File: src/design/mni_div.sv
// Restoring radix-2 divider, one quotient bit per cycle.
// Depends on nothing; used by mps_neighbor_interaction.
`default_nettype none

module mni_div #(
  parameter int unsigned DW = 48,
  parameter int unsigned VW = 33
) (
  input  wire logic          clk_i,
  input  wire logic          rst_ni,
  input  wire logic          start_i,
  input  wire logic [DW-1:0] dividend_i,
  input  wire logic [VW-1:0] divisor_i,
  output logic               done_o,
  output logic [DW-1:0]      quot_o
);

  localparam int unsigned CW = $clog2(DW);
  localparam logic [CW-1:0] LAST = CW'(DW - 1);

  logic          busy_q, done_q;
  logic [CW-1:0] cnt_q;
  logic [DW-1:0] dvd_q;
  logic [VW-1:0] dvs_q, rem_q;
  logic [VW:0]   rem_t, rem_n;
  logic          ge;

  always_comb begin
    rem_t = {rem_q, dvd_q[DW-1]};
    ge    = rem_t >= {1'b0, dvs_q};
    rem_n = ge ? rem_t - {1'b0, dvs_q} : rem_t;
  end

  always_ff @(posedge clk_i or negedge rst_ni) begin
    if (!rst_ni) begin
      busy_q <= 1'b0;
      done_q <= 1'b0;
      cnt_q  <= '0;
      dvd_q  <= '0;
      dvs_q  <= '0;
      rem_q  <= '0;
    end else begin
      done_q <= 1'b0;
      if (start_i) begin
        busy_q <= 1'b1;
        cnt_q  <= '0;
        dvd_q  <= dividend_i;
        dvs_q  <= divisor_i;
        rem_q  <= '0;
      end else if (busy_q) begin
        dvd_q <= {dvd_q[DW-2:0], ge};
        rem_q <= rem_n[VW-1:0];
        cnt_q <= cnt_q + 1'b1;
        if (cnt_q == LAST) begin
          busy_q <= 1'b0;
          done_q <= 1'b1;
        end
      end
    end
  end

  assign done_o = done_q;
  assign quot_o = dvd_q;

endmodule

`default_nettype wire

File: config.mk
export PLATFORM = sky130hd
export DESIGN_NAME = mni_div
export DESIGN_NICKNAME = d
export VERILOG_FILES = /design/src/design/mni_div.sv
export SDC_FILE = /design/constraint.sdc
export NUM_CORES = 1
export LEC_CHECK = 0
export ABC_AREA = 1
export BUFFER_PORTS_ARGS = -buffer_cell sky130_fd_sc_hd__buf_4
export CAP_MARGIN = 20
export CELL_PAD_IN_SITES_DETAIL_PLACEMENT = 1
export CELL_PAD_IN_SITES_GLOBAL_PLACEMENT = 1
export CORE_MARGIN = 5
export CORE_UTILIZATION = 44
export CTS_BUF_LIST = sky130_fd_sc_hd__clkbuf_8 sky130_fd_sc_hd__clkbuf_16
export CTS_CLUSTER_SIZE = 30
export DETAILED_ROUTE_END_ITERATION = 8
export PLACE_DENSITY = 0.88
export SLEW_MARGIN = 20
export SYNTH_ARGS = -nofsm -noshare
export SYNTH_HDL_FRONTEND = slang
export SYNTH_SLANG_ARGS = --single-unit
File: constraint.sdc
create_clock -name clk_i -period 3.44 [get_ports clk_i]
set_input_delay 0 -clock clk_i [delete_from_list [all_inputs] [get_ports clk_i]]
set_output_delay 0 -clock clk_i [all_outputs]
set_load 0.02 [all_outputs]
==> results.txt <==
----------------------------------------------------
[CTS]
  Inserted Clock Buffers ... 17
  Clock network latency to the later pin of the worst-skew pair ... 0.44 ns
  Total number of H-tree levels ... 4
  Setup Buffers After CTS ... 0
  Clock tree root buffer cell ... sky130_fd_sc_hd__clkbuf_16
  # clock sinks ... 122
  Post-CTS clock slew at the launch and capture registers of the worst setup and hold paths ... 0.07 ns
  Quantity of gates resized following cts ... 0
  TritonCTS clock tree ... done
  Buffer depth of the longest clock path ... 2

[Global route]
  Maximum number of pins on one net before global-route repair ... 73
  Total routing usage reported by global routing ... 31.6%
  Initial antenna violation count ... 0
  Global-route wire length before repair ... 53.6 mm
  Vias in the first global route ... 9,848
  Total overflow reported by the global router ... 0

[Routing]
  Routed length per placed instance ... 21.1 um
  Post-route DRC ... 0
  Post-DRT Antenna Nets ... 0
  Average via count per standard cell ... 5.54
  Number of vias after detailed routing ... 8,868
  Wire length reported by the detailed router ... 33.9 mm
  Iteration count of the initial detailed-routing pass ... 5
  Iteration-0 DRC count of the detailed router ... 555

[STA]
  Setup repair after global routing missed its margin ... false
  Maximum clock skew at final layout ... 0.0152 ns
  Max-slew violation count ... 0
  Final-report hold violation count ... 0
  Period utilisation layout ... 86.2%
  Endpoints failing setup ... 0
  Setup TNS ... 0 ns
  Fin worst setup slack ... 0.476 ns
  Slew at the pin closest to its max-slew limit ... 0.964 ns
  Worst hold slack after final layout ... 0.0695 ns
  Final period demand of the worst path ... 2.96 ns
  Maximum clock rate ... 337 MHz
  Worst rel slew slack ... 35.7%

[Placement]
  Worst Setup Slack post-DPL ... 0.745 ns
  Area after detailed placement ... 9240 um2
  Count of input and output buffers ... 132
  Number of placed cells counting well taps ... 1,488
  HPWL after detailed placement ... 19.6 mm
  Routability Congestion ... 0.923

[Cells and area]
  Sequential cell area ... 3050 um2
  Number of standard cells in the layout, taps in and fillers out ... 1,602
  Net count reported at finish ... 1,479
  Fraction of layout instances using a drive strength above 1 ... 15.7%
  Diodes inserted ... 0
  Signed area change from the synthesized netlist to the final layout ... 31.3%
  Filler Cell Count ... 2,280
  Most common cell after layout, fill and taps aside ... sky130_fd_sc_hd__nand2_1
  Final Core Density ... 58.9%
  Commonest cells after routing, fill and taps aside ... 423 x sky130_fd_sc_hd__nand2_1, 219 x sky130_fd_sc_hd__inv_1, 138 x sky130_fd_sc_hd__buf_4
  Multi-input gate area ... 4020 um2
  Post-layout instance area ... 10,700 um2

[Status]
  Status ... completed

[Power]
  Tot Pwr ... 7.61 mW
  P_leak ... 5.84 nW
  Pwr dens ... 714 nW/um2
  Maximum VDD drop ... 0.000386 V

[Synth]
  Post-synthesis share of cell area spent on and, or, nand and nor gates ... 32.6%
  Sequential element share of the synthesized area ... 37.6%
  Post-synth net total ... 1,276
  FF+latch count, synth ... 122
  Count of yosys warnings during synthesis ... 0
  Share of the synthesized netlist area taken by xor and xnor gates ... 1.62%
  Proportion of register bits with asynchronous set or reset after synthesis ... 100%
  Adder and majority cell fraction of the synthesized area ... 5.49%
  Post-synth top flop ... sky130_fd_sc_hd__dfrtp_1
  Post-Synthesis Cell Area ... 8110 um2
  Compound-cell area share of the yosys netlist ... 9.86%
  Avg Inst Size Synth ... 7.01 um2
  Cell count after synthesis ... 1,157
  Dominant combinational cell family by area after synthesis ... simple AND/OR/NAND/NOR gates
  Post-synth cell types ... 38
  Proportion of synthesized area in mux cells ... 0%
  Post-synth EDFFs ... 0

[Die]
  Starting density of the core ... 44.9%
  Floorplan core area ... 18,100 um2
  Area enclosed by the die boundary ... 21,300 um2
  Height of the chip ... 146 um
  Cell row count ... 49
  IO Count ... 133
  Die X-Extent ... 146 um

[Run]
  Max-cap viol count ... 0

[Worst setup path]
  Worst setup EP type ... register
  Kind of launch point of the worst setup path ... register
  Data arrival time of the worst path ... 3.29 ns
  Classification of the worst setup path ... register to register
  Maximum fanout encountered on the critical timing path ... 34
  Required @ worst endpoint ... 3.77 ns

[Min path]
  Kind of path behind the tightest hold check ... input pin to register

----------------------------------------------------
critical path: stages (launching register included):
cell	delay, ns
sky130_fd_sc_hd__dfrtp_1	0.36
sky130_fd_sc_hd__inv_1	0.07
sky130_fd_sc_hd__ha_1	0.40
sky130_fd_sc_hd__a21oi_1	0.31
sky130_fd_sc_hd__nand2_1	0.14
sky130_fd_sc_hd__a21oi_1	0.20
sky130_fd_sc_hd__nand2_2	0.12
sky130_fd_sc_hd__nor2_8	0.41
sky130_fd_sc_hd__nand2_8	0.27
sky130_fd_sc_hd__nand2_2	0.28
sky130_fd_sc_hd__nand2_1	0.12
sky130_fd_sc_hd__nand2_1	0.09
sky130_fd_sc_hd__nand2_1	0.06
cells in the mapped netlist (all sizes together), types with 2 or more instances:
cell type,count,area [um2]
nand2,437,1690
inv,226,848
dfrtp,122,3050
nand3,78,440
o21ai,48,240
nor2,47,240
o221ai,44,385
ha,34,425
clkbuf,24,90.1
a21oi,21,105
nand3b,15,113
xnor2,14,123
buf,12,104
nand4,9,56.3
nor3,9,45.0
and2,4,25.0
o21bai,4,30.0
a22oi,2,15.0
nor4,2,27.5
o211ai,2,15.0
power by group:
part,internal (mW),switching [mW]
logic,1.29,2.57
clock network,1.05,0.832
registers,1.68,0.190
total,4.02,3.59
final cells by class:
cell class	count	area share, %
timing repair buffer	220	17.4
tap	229	2.69
clock inverter	14	1.39
sequential	122	28.7
clock buffer	18	4.12
multi-input combinational	773	37.7
inverter	226	7.96
final timing paths:
kind | from | endpoint | slack (ns) | cells past startpoint
max in group asynchronous | rst_ni | quot_o[7]$_DFFE_PN0P_ | 2.19 | 3
worst max register to register | dvs_q[29]$_DFFE_PN0P_ | rem_q[29]$_DFFE_PN0P_ | 0.48 | 12
worst min register to register | rem_q[15]$_DFFE_PN0P_ | rem_q[15]$_DFFE_PN0P_ | 0.51 | 2
min in group asynchronous | rst_ni | dvs_q[8]$_DFFE_PN0P_ | 0.26 | 2
worst max-delay path | dvs_q[29]$_DFFE_PN0P_ | rem_q[29]$_DFFE_PN0P_ | 0.48 | 12
worst min-delay path | start_i | dvs_q[32]$_DFFE_PN0P_ | 0.07 | 3
routing by layer:
layer | GRT usage (%) | share of wire, % | vias to the layer above | routed length (um)
met5 | 0 | 0 | - | 0
met4 | 15.1 | 4.9 | 0 | 1670
met3 | 7.85 | 6.1 | 129 | 2060
met2 | 55.9 | 50 | 357 | 17100
met1 | 35.7 | 39 | 4340 | 13100
li1 | - | - | 4042 | -
flip-flops by register name (all words and copies together) (netlist names):
register	cells
quot_o	48
busy_q	1
dvs_q	33
rem_q	33
done_o	1
cnt_q	6
repair_timing:
action	4_1_cts	5_1_grt
hold endpoints to repair	150	0
hold buffers	82	0
setup endpoints to repair	0	0
cell families (layout without fill, tap and decap cells):
group                      Yosys count  count (layout)
AOI/OAI and AO/OA                  122             122
adders and majority gates           35              35
and+or+nand+nor                    601             601
DFF                                122             122
xor gates and xnor gates            15              15
buffers and inverters              262             478
(Power assumes the default switching activity.)
