`config.mk`:
```
export PLATFORM = sky130hd
export DESIGN_NAME = mni_sqrt
export DESIGN_NICKNAME = d
export VERILOG_FILES = /design/src/design/mni_sqrt.sv
export SDC_FILE = /design/constraint.sdc
export NUM_CORES = 1
export LEC_CHECK = 0
export ABC_AREA = 1
export BUFFER_PORTS_ARGS = -buffer_cell sky130_fd_sc_hd__buf_4
export CORE_MARGIN = 5
export CORE_UTILIZATION = 49
export CTS_BUF_LIST = sky130_fd_sc_hd__clkbuf_8
export DETAILED_ROUTE_END_ITERATION = 10
export PLACE_DENSITY = 0.69
export SLEW_MARGIN = 20
export SYNTH_ARGS = -nofsm -noshare
export SYNTH_HDL_FRONTEND = slang
export SYNTH_SLANG_ARGS = --single-unit
```
`constraint.sdc`:
```
create_clock -name clk_i -period 3.75 [get_ports clk_i]
set_input_delay 0.1875 -clock clk_i [delete_from_list [all_inputs] [get_ports clk_i]]
set_output_delay 0.1875 -clock clk_i [all_outputs]
set_load 0.01 [all_outputs]
```
`src/design/mni_sqrt.sv`:
```
// Integer square root of a 64-bit value, one root bit per cycle.
// Depends on nothing; used by mps_neighbor_interaction.
`default_nettype none

module mni_sqrt (
  input  wire logic        clk_i,
  input  wire logic        rst_ni,
  input  wire logic        start_i,
  input  wire logic [63:0] rad_i,
  output logic             done_o,
  output logic [31:0]      root_o
);

  logic        busy_q, done_q;
  logic [4:0]  cnt_q;
  logic [63:0] rad_q;
  logic [31:0] root_q;
  logic [33:0] rem_q;
  logic [35:0] rem_t, trial;
  logic        ge;

  always_comb begin
    rem_t = {rem_q, rad_q[63:62]};
    trial = {2'b00, root_q, 2'b01};
    ge    = rem_t >= trial;
  end

  always_ff @(posedge clk_i or negedge rst_ni) begin
    if (!rst_ni) begin
      busy_q <= 1'b0;
      done_q <= 1'b0;
      cnt_q  <= '0;
      rad_q  <= '0;
      root_q <= '0;
      rem_q  <= '0;
    end else begin
      done_q <= 1'b0;
      if (start_i) begin
        busy_q <= 1'b1;
        cnt_q  <= '0;
        rad_q  <= rad_i;
        root_q <= '0;
        rem_q  <= '0;
      end else if (busy_q) begin
        rad_q  <= {rad_q[61:0], 2'b00};
        rem_q  <= ge ? 34'(rem_t - trial) : rem_t[33:0];
        root_q <= {root_q[30:0], ge};
        cnt_q  <= cnt_q + 1'b1;
        if (cnt_q == 5'd31) begin
          busy_q <= 1'b0;
          done_q <= 1'b1;
        end
      end
    end
  end

  assign done_o = done_q;
  assign root_o = root_q;

endmodule

`default_nettype wire

```
==> impl_metrics.env, run 1 <==
export IMPL_status="completed"
export IMPL_endpoint_kind="flop"
export IMPL_num_rows=48
export IMPL_drive_above_1_share=0.1102
export IMPL_placed_area_mm2=0.009646
export IMPL_post_route_min_period_ps=2717
export IMPL_syn_area_per_cell_um2=6.979
export IMPL_slowest_delay_ps=560
export IMPL_fp_dieH_um=143.5
export IMPL_clock_skew_ps=20.83
export IMPL_regToRegSetupSlack_ps=1030
export IMPL_vias_per_cell=5.145
export IMPL_wl_per_cell_um=14.38
export IMPL_crit_fanout=11
export IMPL_criticalPathCategory="reg -> reg"
export IMPL_vias=8392
export IMPL_critical_path_top_delay_family="simple AND/OR/NAND/NOR gates"
export IMPL_startpoint_type="flop"
export IMPL_ys_async_sr_fraction=1.000
export IMPL_synth_seq_cells=137
export IMPL_p_clk_frac=0.172
export IMPL_pwr_share_seq=0.254
export IMPL_crit_top_cell="nand2_1"
export IMPL_netSwitchingFraction=0.4825
export IMPL_io_buffers=99
export IMPL_area_delta_synth_final_pct=22.40
export IMPL_synth_yosys_seq_area_share=0.3927
export IMPL_grt_use_total=0.2390
export IMPL_ant_nets=0
export IMPL_antenna_found_initial=0
export IMPL_finalHoldViolCount=0
export IMPL_grt_pass1_wl_um=39850
export IMPL_antenna_cells=0
export IMPL_fmax_mhz=368.1
export IMPL_holdWs_ps=29.45
export IMPL_cts_made_buffers=17
export IMPL_grt_pass1_vias=8302
export IMPL_dp_cells=1535
export IMPL_clkTransAtPathRegs_ps=80
export IMPL_fillers=1615
export IMPL_cp_slowest_cell="nand3_1"
export IMPL_overflow=0
export IMPL_synth_main_ff_cell="dfrtp_1"
export IMPL_drv_cap=0
export IMPL_rsz0062_at_grt="false"
export IMPL_core_mm2=0.01742
export IMPL_synth_area_mm2=0.008731
export IMPL_grt_start_max_net_pins=85
export IMPL_r2r_start="rem_q[13]$_DFFE_PN0P_"
export IMPL_die_area_mm2=0.02059
export IMPL_fin_crit_sh=0.7244
export IMPL_hold_start="rad_i[32]"
export IMPL_fin_area_mm2=0.01069
export IMPL_gp_congestion=0.9748
export IMPL_dieWidth_um=143.5
export IMPL_yosysWarnings=0
export IMPL_drt_pass1_iter_count=5
export IMPL_synth_enable_flop_cells=0
export IMPL_p_leak_nw=5.693
export IMPL_clk_latency_ps=470
export IMPL_critPathBufInv=1
export IMPL_min_to="rad_q[32]$_DFFE_PN0P_"
export IMPL_syn_instance_count=1251
export IMPL_finalPower_w=0.007390
export IMPL_slew_headroom=0.4744
export IMPL_dp_hpwl_um=16540
export IMPL_path_cells="ha_1 -> nand2_1 -> nor2_2 -> inv_1 -> nor3_2 -> nand2_1 -> nand3_1 -> nand3_1 -> nand3_1 -> nand2_1 -> nand2_1 -> nand2_1"
export IMPL_crit_arrival_ps=3060
export IMPL_worstPathRequired_ps=4090
export IMPL_fin_nets=1496
export IMPL_seqCellArea_mm2=0.003428
export IMPL_setup_viol=0
export IMPL_clock_sinks=137
export IMPL_worstRegToRegCells=12
export IMPL_final_setup_tns_ps=0
export IMPL_p_int_w=0.003825
export IMPL_cts_tree="done"
export IMPL_worstMarginPinSlew_ps=787.6
export IMPL_clockBufferDepth=2
export IMPL_drt_iter0_markers=457
export IMPL_final_max_slew_viol_count=0
export IMPL_comb_power_share=0.574
export IMPL_io_pins=100
export IMPL_drc=0
export IMPL_holdPathStages=3
export IMPL_synth_nets=1354
export IMPL_ys_types=31
export IMPL_p_per_area_mw_per_mm2=691.6
export IMPL_r2r_end="rem_q[30]$_DFFE_PN0P_"
export IMPL_htreeDepth=4
export IMPL_min_path_type="in -> reg"
export IMPL_clockRootBuffer="clkbuf_8"
export IMPL_netSwitchingPower_w=0.003566
export IMPL_routed_wl_um=23460
export IMPL_irDropWorstVdd_v=0.0004304
export IMPL_fin_cells=1631
export IMPL_start_util=0.5013
export IMPL_multi_input_area_mm2=0.004265
## state kept, by name (all words and copies together), names as in the netlist
name and flops:
root_o 32, rem_q 34, done_o 1, rad_q 64, busy_q 1, cnt_q 5
## cell families (layout without fill, tap and decap cells)
logic type      after synthesis  count (layout)  synth area share
buf+inv                     267             422            0.1194
flops                       137             137            0.3927
simple gates                579             579            0.2711
xor+xnor                     17              17           0.01705
compound gates              215             215            0.1482
fa+ha+maj                    36              36           0.05159
## layer usage
metal,GRT usage,share of wire,up-vias
li1,-,-,4260
met4,0.06442,0.018,0
met2,0.4012,0.48,177
met1,0.3136,0.45,3922
met5,0,0,-
met3,0.05291,0.049,33
## how the worst max path moves through the flow
stage | from | end | slack, ps | cells past startpoint
2_1_floorplan | root_o[15]$_DFFE_PN0P_ | rem_q[33]$_DFFE_PN0P_ | 1730 | 13
3_3_place_gp | root_o[9]$_DFFE_PN0P_ | rem_q[27]$_DFFE_PN0P_ | 1180 | 12
3_5_place_dp | root_o[16]$_DFFE_PN0P_ | rem_q[30]$_DFFE_PN0P_ | 1150 | 13
4_1_cts | root_o[16]$_DFFE_PN0P_ | rem_q[30]$_DFFE_PN0P_ | 1110 | 13
5_1_grt | root_o[9]$_DFFE_PN0P_ | rem_q[30]$_DFFE_PN0P_ | 900 | 15
6_report | rem_q[13]$_DFFE_PN0P_ | rem_q[30]$_DFFE_PN0P_ | 1030 | 12
## power groups by stage
stage               Sequential, W  Clock [W]  Combinational [W]
finish                    0.00187    0.00127            0.00425
global route              0.00190    0.00136            0.00487
CTS                       0.00187    0.00130            0.00424
detailed placement        0.00190          0            0.00417
global placement          0.00189          0            0.00413
floorplan                 0.00186          0            0.00323
## Yosys cell counts, drive strengths merged (10+ instances only)
library cell / count / share of area
buf: 18 / 0.012
xnor2: 11 / 0.011
a21oi: 27 / 0.015
o21ai: 86 / 0.049
clkbuf: 30 / 0.013
inv: 219 / 0.094
nor3: 10 / 0.0069
nor2: 74 / 0.034
nand3b: 11 / 0.0095
ha: 36 / 0.052
nand2: 415 / 0.18
o211ai: 62 / 0.053
o22ai: 32 / 0.023
dfrtp: 137 / 0.39
nand3: 57 / 0.033
## placed cells by master, fill, tap and decap left out, types with 9 or more instances in the layout
cell type and count:
inv_1 218, a21oi_1 27, nand3b_1 11, xnor2_1 11, dlygate4sd3_1 64, o21ai_0 77
nand2_1 414, ha_1 36, dfrtp_1 137, nand3_1 57, clkbuf_8 17, o22ai_1 32
o211ai_1 62, nor2_1 65, o21ai_1 9, nor2_2 9, buf_4 103
## layout make-up
| type | count | share of cell area |
|---|---|---|
| inverter | 219 | 0.07727 |
| timing repair buffer | 171 | 0.1390 |
| sequential | 137 | 0.3208 |
| clock inverter | 15 | 0.01557 |
| multi-input combinational | 847 | 0.3991 |
| tap | 225 | 0.02634 |
| clock buffer | 17 | 0.02189 |
## per-stage QoR
step	utilization	setup slack (ps)
final	0.6136	1033
after global routing	0.6136	897.1
after CTS	0.6136	1106
after detailed placement	0.5538	1146
after global placement	0.5538	1181
after floorplan	-	1726
## repair_timing
item,in CTS,in global routing
endpoints found under the hold margin,147,0
resized for setup,0,0
hold buffers,64,0
buffers inserted,0,0
## worst min-delay path: cells and delay by family
kind | cells | cell delay, ps
buffers and inverters | 1 | 80
AOI/OAI and AO/OA | 2 | 170
(Power assumes the default switching activity.)
==> run 2: changes to the inputs <==
==> constraint.sdc (replaced) <==
create_clock -name clk_i -period 2.7 [get_ports clk_i]
set_input_delay 0.135 -clock clk_i [delete_from_list [all_inputs] [get_ports clk_i]]
set_output_delay 0.135 -clock clk_i [all_outputs]
set_load 0.01 [all_outputs]
==> run 2 against run 1 <==
Compared with the run above: die area unchanged; final cell count increased by 0.67%; routed wire length increased by 2.3%; clock skew decreased by 4.3 ps; non-clock buffer count increased by 12; global-route usage increased by 0.37 points; power increased by 41%; hold slack improved by 140 ps; clock power increased by 44%; maximum frequency increased by 17%.
==> impl_metrics.env, run 2 (synthesis gave the netlist of run 1 again) <==
export IMPL_worstPathRequired_ps=3040
export IMPL_cts_made_buffers=17
export IMPL_ant_nets=0
export IMPL_criticalPathCategory="reg -> reg"
export IMPL_cts_tree="done"
export IMPL_die_area_mm2=0.02059
export IMPL_largest_register_ffs=64
export IMPL_gp_congestion=0.9491
export IMPL_io_pins=100
export IMPL_clock_skew_ps=16.57
export IMPL_fin_area_mm2=0.01083
export IMPL_overflow=0
export IMPL_vias=8423
export IMPL_dp_cells=1543
export IMPL_htreeDepth=4
export IMPL_r2r_start="root_o[5]$_DFFE_PN0P_"
export IMPL_start_util=0.5013
export IMPL_rsz0062_at_grt="false"
export IMPL_ctsResizeCount=0
export IMPL_holdWs_ps=165.2
export IMPL_grt_use_total=0.2427
export IMPL_crit_fanout=5
export IMPL_layout_commonest_cell="nand2_1"
export IMPL_post_route_min_period_ps=2322
export IMPL_worstRegToRegCells=14
export IMPL_dieWidth_um=143.5
export IMPL_io_buffers=99
export IMPL_antenna_found_initial=0
export IMPL_final_util=0.6218
export IMPL_startpoint_type="flop"
export IMPL_core_mm2=0.01742
export IMPL_drc=0
export IMPL_irDropWorstVdd_v=0.0005259
export IMPL_p_leak_nw=5.765
export IMPL_vias_per_cell=5.130
export IMPL_path_cells="inv_1 -> ha_1 -> nand2_1 -> inv_1 -> a21oi_1 -> nand3_1 -> nand2_1 -> nand2_1 -> nand2_1 -> nand2_1 -> nand2_1 -> nand3_1 -> nand2_1 -> nand2_1"
export IMPL_post_cts_setup_buffers=0
export IMPL_status="completed"
export IMPL_final_max_slew_viol_count=0
export IMPL_drt_pass1_iter_count=7
export IMPL_area_delta_synth_final_pct=24.03
export IMPL_most_common_layout_cells="nand2_1 (414), inv_1 (217), dfrtp_1 (137)"
export IMPL_slowest_delay_ps=360
export IMPL_endpoint_kind="flop"
export IMPL_worstMarginPinSlew_ps=634.5
export IMPL_setup_viol=0
export IMPL_antenna_cells=0
export IMPL_drive_above_1_share=0.1150
export IMPL_grt_start_max_net_pins=100
export IMPL_drt_iter0_markers=458
export IMPL_r2r_end="rem_q[29]$_DFFE_PN0P_"
export IMPL_grt_pass1_wl_um=40670
export IMPL_placed_area_mm2=0.009731
export IMPL_routed_wl_um=23990
export IMPL_fmax_mhz=430.7
export IMPL_regToRegSetupSlack_ps=380
export IMPL_clock_sinks=137
export IMPL_fp_dieH_um=143.5
export IMPL_dp_hpwl_um=16940
export IMPL_crit_arrival_ps=2670
export IMPL_drv_cap=0
export IMPL_cp_slowest_cell="dfrtp_1"
export IMPL_fin_crit_sh=0.8600
export IMPL_finalHoldViolCount=0
export IMPL_slew_headroom=0.5765
export IMPL_fin_nets=1508
export IMPL_clockBufferDepth=2
export IMPL_crit_top_cell="nand2_1"
export IMPL_num_rows=48
export IMPL_fin_cells=1642
export IMPL_hold_buffers=68
export IMPL_clk_latency_ps=460
export IMPL_clkTransAtPathRegs_ps=90
export IMPL_grt_pass1_vias=8542
export IMPL_clockRootBuffer="clkbuf_8"
export IMPL_top_register="rad_q"
export IMPL_final_setup_tns_ps=0
export IMPL_wl_per_cell_um=14.61
export IMPL_min_path_type="in -> async"
export IMPL_p_per_area_mw_per_mm2=963.7
-- run 2: cell types whose count changed in the layout (fill, tap and decap cells not counted), sizes merged --
cell / delta
clkinvlp: -2
dlygate4sd3: +4
clkinv: +1
bufinv: +1
inv: -1
buf: +8
-- run 2: metrics by stage --
stage	total power, W	setup WS (ps)
after detailed placement	0.008503	386.1
after CTS	0.01045	362.7
final	0.01044	378.0
after floorplan	0.007061	676.2
after global routing	0.01148	79.62
after global placement	0.008454	402.1
-- run 2: cell type report --
type	instances	area, µm²
clock buffers	17	234.0
multi-input cells	847	4265
repair buffers	183	1610
fillers	1600	6588
clock inverters	14	183.9
inverters	219	825.8
flip-flops and latches	137	3428
well taps	225	281.5
-- run 2: worst max-delay path by stage --
stage                                 startpoint                     to  slack [ps]  cells after the start
final                      root_o[5]$_DFFE_PN0P_  rem_q[29]$_DFFE_PN0P_         380                     14
after global routing       root_o[7]$_DFFE_PN0P_  rem_q[23]$_DFFE_PN0P_          80                     12
after CTS                  root_o[6]$_DFFE_PN0P_  rem_q[23]$_DFFE_PN0P_         360                     12
after detailed placement   root_o[6]$_DFFE_PN0P_  rem_q[21]$_DFFE_PN0P_         390                     12
after global placement     root_o[6]$_DFFE_PN0P_  rem_q[23]$_DFFE_PN0P_         400                     12
after floorplan           root_o[15]$_DFFE_PN0P_  rem_q[33]$_DFFE_PN0P_         680                     13
-- run 2: where the power goes --
group / internal [W] / leakage [nW] / switching [W] / total, W
Sequential: 0.00239 / 1.69 / 0.000220 / 0.00261
Clock: 0.000931 / 0.210 / 0.000896 / 0.00183
Combinational: 0.00215 / 3.86 / 0.00385 / 0.00600
Total: 0.00547 / 5.76 / 0.00497 / 0.0104
-- run 2: worst max-delay path: cells and delay by family (launching register included) --
| kind | cells | cell delay (ps) |
|---|---|---|
| AND/OR/NAND/NOR | 10 | 1100 |
| AO/OA/AOI/OAI | 1 | 260 |
| flip-flops | 1 | 360 |
| buffers and inverters | 2 | 130 |
| adder cells (fa/ha/maj) | 1 | 360 |
-- run 2: metal layers --
layer | vias up | part of all wire | global-route usage | routed length [µm]
li1 | 4274 | - | - | -
met1 | 3930 | 0.45 | 0.3105 | 10740
met2 | 193 | 0.49 | 0.4209 | 11760
met3 | 26 | 0.047 | 0.05191 | 1137
met4 | 0 | 0.015 | 0.05946 | 355
met5 | - | 0 | 0 | 0
==> run 3: changes to the inputs <==
==> constraint.sdc (replaced) <==
create_clock -name clk_i -period 2.32 [get_ports clk_i]
set_input_delay 0.116 -clock clk_i [delete_from_list [all_inputs] [get_ports clk_i]]
set_output_delay 0.116 -clock clk_i [all_outputs]
set_load 0.01 [all_outputs]
==> run 3 against run 2 <==
Compared with the run above: combinational power rose by 43%; critical endpoint is now rem_q[27]$_DFFE_PN0P_; clock skew grew 1.2 ps; core utilization increased by 5.4 points; non-clock buffer count grew 51; power rose by 32%; cell area rose by 8.7%; largest power group unchanged; count of clock-buffer cells in the layout stayed put; routed wire length grew 5.4%; maximum frequency increased by 2.7%; register-to-register slack worse by 320 ps; via count up 3.6%.
==> impl_metrics.env, run 3 (synthesis gave the netlist of run 1 again) <==
export IMPL_use_met3=0.06123
export IMPL_fin_nets=1559
export IMPL_grt_pass1_vias=8661
export IMPL_largest_register_ffs=64
export IMPL_post_route_min_period_ps=2262
export IMPL_crit_arrival_ps=2630
export IMPL_htreeDepth=4
export IMPL_io_pins=100
export IMPL_worstPathRequired_ps=2680
export IMPL_fin_ws_ps=57.96
export IMPL_clock_sinks=137
export IMPL_grt_use_total=0.2499
export IMPL_clockRootBuffer="clkbuf_8"
export IMPL_drive_above_1_share=0.1995
export IMPL_dieWidth_um=143.5
export IMPL_clock_skew_ps=17.75
export IMPL_fin_crit_sh=0.9750
export IMPL_clockBufferDepth=2
export IMPL_drt_pass1_iter_count=7
export IMPL_cts_tree="done"
export IMPL_clkTransAtPathRegs_ps=90
export IMPL_endpoint_kind="flop"
export IMPL_busiest_layer="met2"
export IMPL_path_cells="inv_2 -> ha_1 -> nand2_2 -> inv_1 -> a21oi_2 -> nand2_2 -> a21oi_4 -> nand4_4 -> clkbuf_16 -> nor2_1 -> nor2_1 -> nand2_1 -> nand2_1"
export IMPL_cts_made_buffers=17
export IMPL_final_max_slew_viol_count=0
export IMPL_slowest_delay_ps=370
export IMPL_status="completed"
export IMPL_rsz0062_at_grt="true"
export IMPL_grt_pass1_wl_um=41480
export IMPL_fin_area_mm2=0.01178
export IMPL_layout_commonest_cell="nand2_1"
export IMPL_grt_start_max_net_pins=66
export IMPL_gp_congestion=0.9272
export IMPL_overflow=0
export IMPL_holdWs_ps=153.0
export IMPL_drv_cap=0
export IMPL_grt_util_met2=0.4312
export IMPL_io_buffers=99
export IMPL_slew_headroom=0.5933
export IMPL_startpoint_type="flop"
export IMPL_irDropWorstVdd_v=0.0006419
export IMPL_cp_slowest_cell="dfrtp_1"
export IMPL_vias_per_cell=5.147
export IMPL_drt_iter0_markers=419
export IMPL_num_rows=48
export IMPL_p_leak_nw=6.099
export IMPL_wl_per_cell_um=14.92
export IMPL_crit_fanout=8
export IMPL_core_mm2=0.01742
export IMPL_min_path_type="in -> async"
export IMPL_placed_area_mm2=0.009988
export IMPL_setup_viol=0
export IMPL_finalHoldViolCount=0
export IMPL_drc=0
export IMPL_final_util=0.6761
export IMPL_top_register="rad_q"
export IMPL_grt_met1_usage=0.3167
export IMPL_ant_nets=0
export IMPL_dp_cells=1579
export IMPL_vias=8725
export IMPL_pre_cts_ws_ps=-93.91
export IMPL_p_per_area_mw_per_mm2=1172
export IMPL_dp_hpwl_um=17340
export IMPL_fin_cells=1695
export IMPL_start_util=0.5013
export IMPL_antenna_found_initial=1
export IMPL_worstMarginPinSlew_ps=610.0
export IMPL_area_delta_synth_final_pct=34.88
export IMPL_criticalPathCategory="reg -> reg"
export IMPL_die_area_mm2=0.02059
export IMPL_fp_dieH_um=143.5
export IMPL_most_common_layout_cells="nand2_1 (394), inv_1 (196), buf_4 (155)"
export IMPL_clk_latency_ps=470
export IMPL_routed_wl_um=25290
export IMPL_fmax_mhz=442.1
[run 3: cell count changes in the layout (fill, tap and decap cells not counted), moves of 8 or more]
| cell | change |
|---|---|
| buf_4 | +46 |
| ha_1 | -25 |
| ha_4 | +24 |
| inv_2 | +22 |
| inv_1 | -21 |
| nand2_1 | -20 |
| nand2_2 | +17 |
| nor2_4 | +8 |
[run 3: critical path: cells and delay by family (launching register included)]
kind / cells / cell delay [ps]
simple gates: 7 / 710
flops: 1 / 370
compound gates: 2 / 370
buf+inv: 3 / 390
fa+ha+maj: 1 / 310
[run 3: path summary, 6_finish.rpt]
kind,start,endpoint,slack (ps),cells after the start
min,rst_ni,rem_q[16]$_DFFE_PN0P_,150,2
max reg2reg,root_o[24]$_DFFE_PN0P_,rem_q[27]$_DFFE_PN0P_,60,13
min in group clk_i,start_i,done_o$_DFF_PN0_,440,3
max in group asynchronous,rst_ni,rem_q[26]$_DFFE_PN0P_,1490,3
max,root_o[24]$_DFFE_PN0P_,rem_q[27]$_DFFE_PN0P_,60,13
min reg2reg,rem_q[32]$_DFFE_PN0P_,rem_q[32]$_DFFE_PN0P_,500,2
[run 3: routing by layer]
layer  share of wire  wire length [µm]  vias up
li1                -                 -     4396
met1            0.43             10960     4084
met2            0.50             12630      202
met3           0.048              1225       43
met4           0.019               475        0
met5               0                 0        -
[run 3: what timing repair did]
item | in CTS | in global routing
pin swaps | 1 | 6
hold buffers | 69 | 0
gates resized for setup | 15 | 90
cloned | 1 | 3
endpoints found under the setup margin | 15 | 35
setup buffers | 0 | 10
endpoints found under the hold margin | 149 | 0
[run 3: layout make-up]
cell class                      count  area, µm²
Multi-Input combinational cell    847       4760
Clock inverter                     15      182.7
Tap cell                          225      281.5
Sequential cell                   137       3430
Timing Repair Buffer              234       2061
Fill cell                        1495       5640
Inverter                          219      825.8
Clock buffer                       17      234.0
Antenna cell                        1      2.502
[run 3: per-stage QoR]
| stage | total power, W | TNS [ps] |
|---|---|---|
| after floorplan | 0.008218 | 0 |
| after global placement | 0.01024 | -428.7 |
| after detailed placement | 0.01029 | -483.4 |
| after CTS | 0.01287 | 0 |
| after global routing | 0.01500 | -981.0 |
| final | 0.01381 | 0 |
[run 3: where the power goes]
part	total [W]	internal (W)	switching, W
Combinational	0.00860	0.00351	0.00508
Sequential	0.00310	0.00278	0.000323
Clock	0.00211	0.00100	0.00110
Total	0.0138	0.00730	0.00651
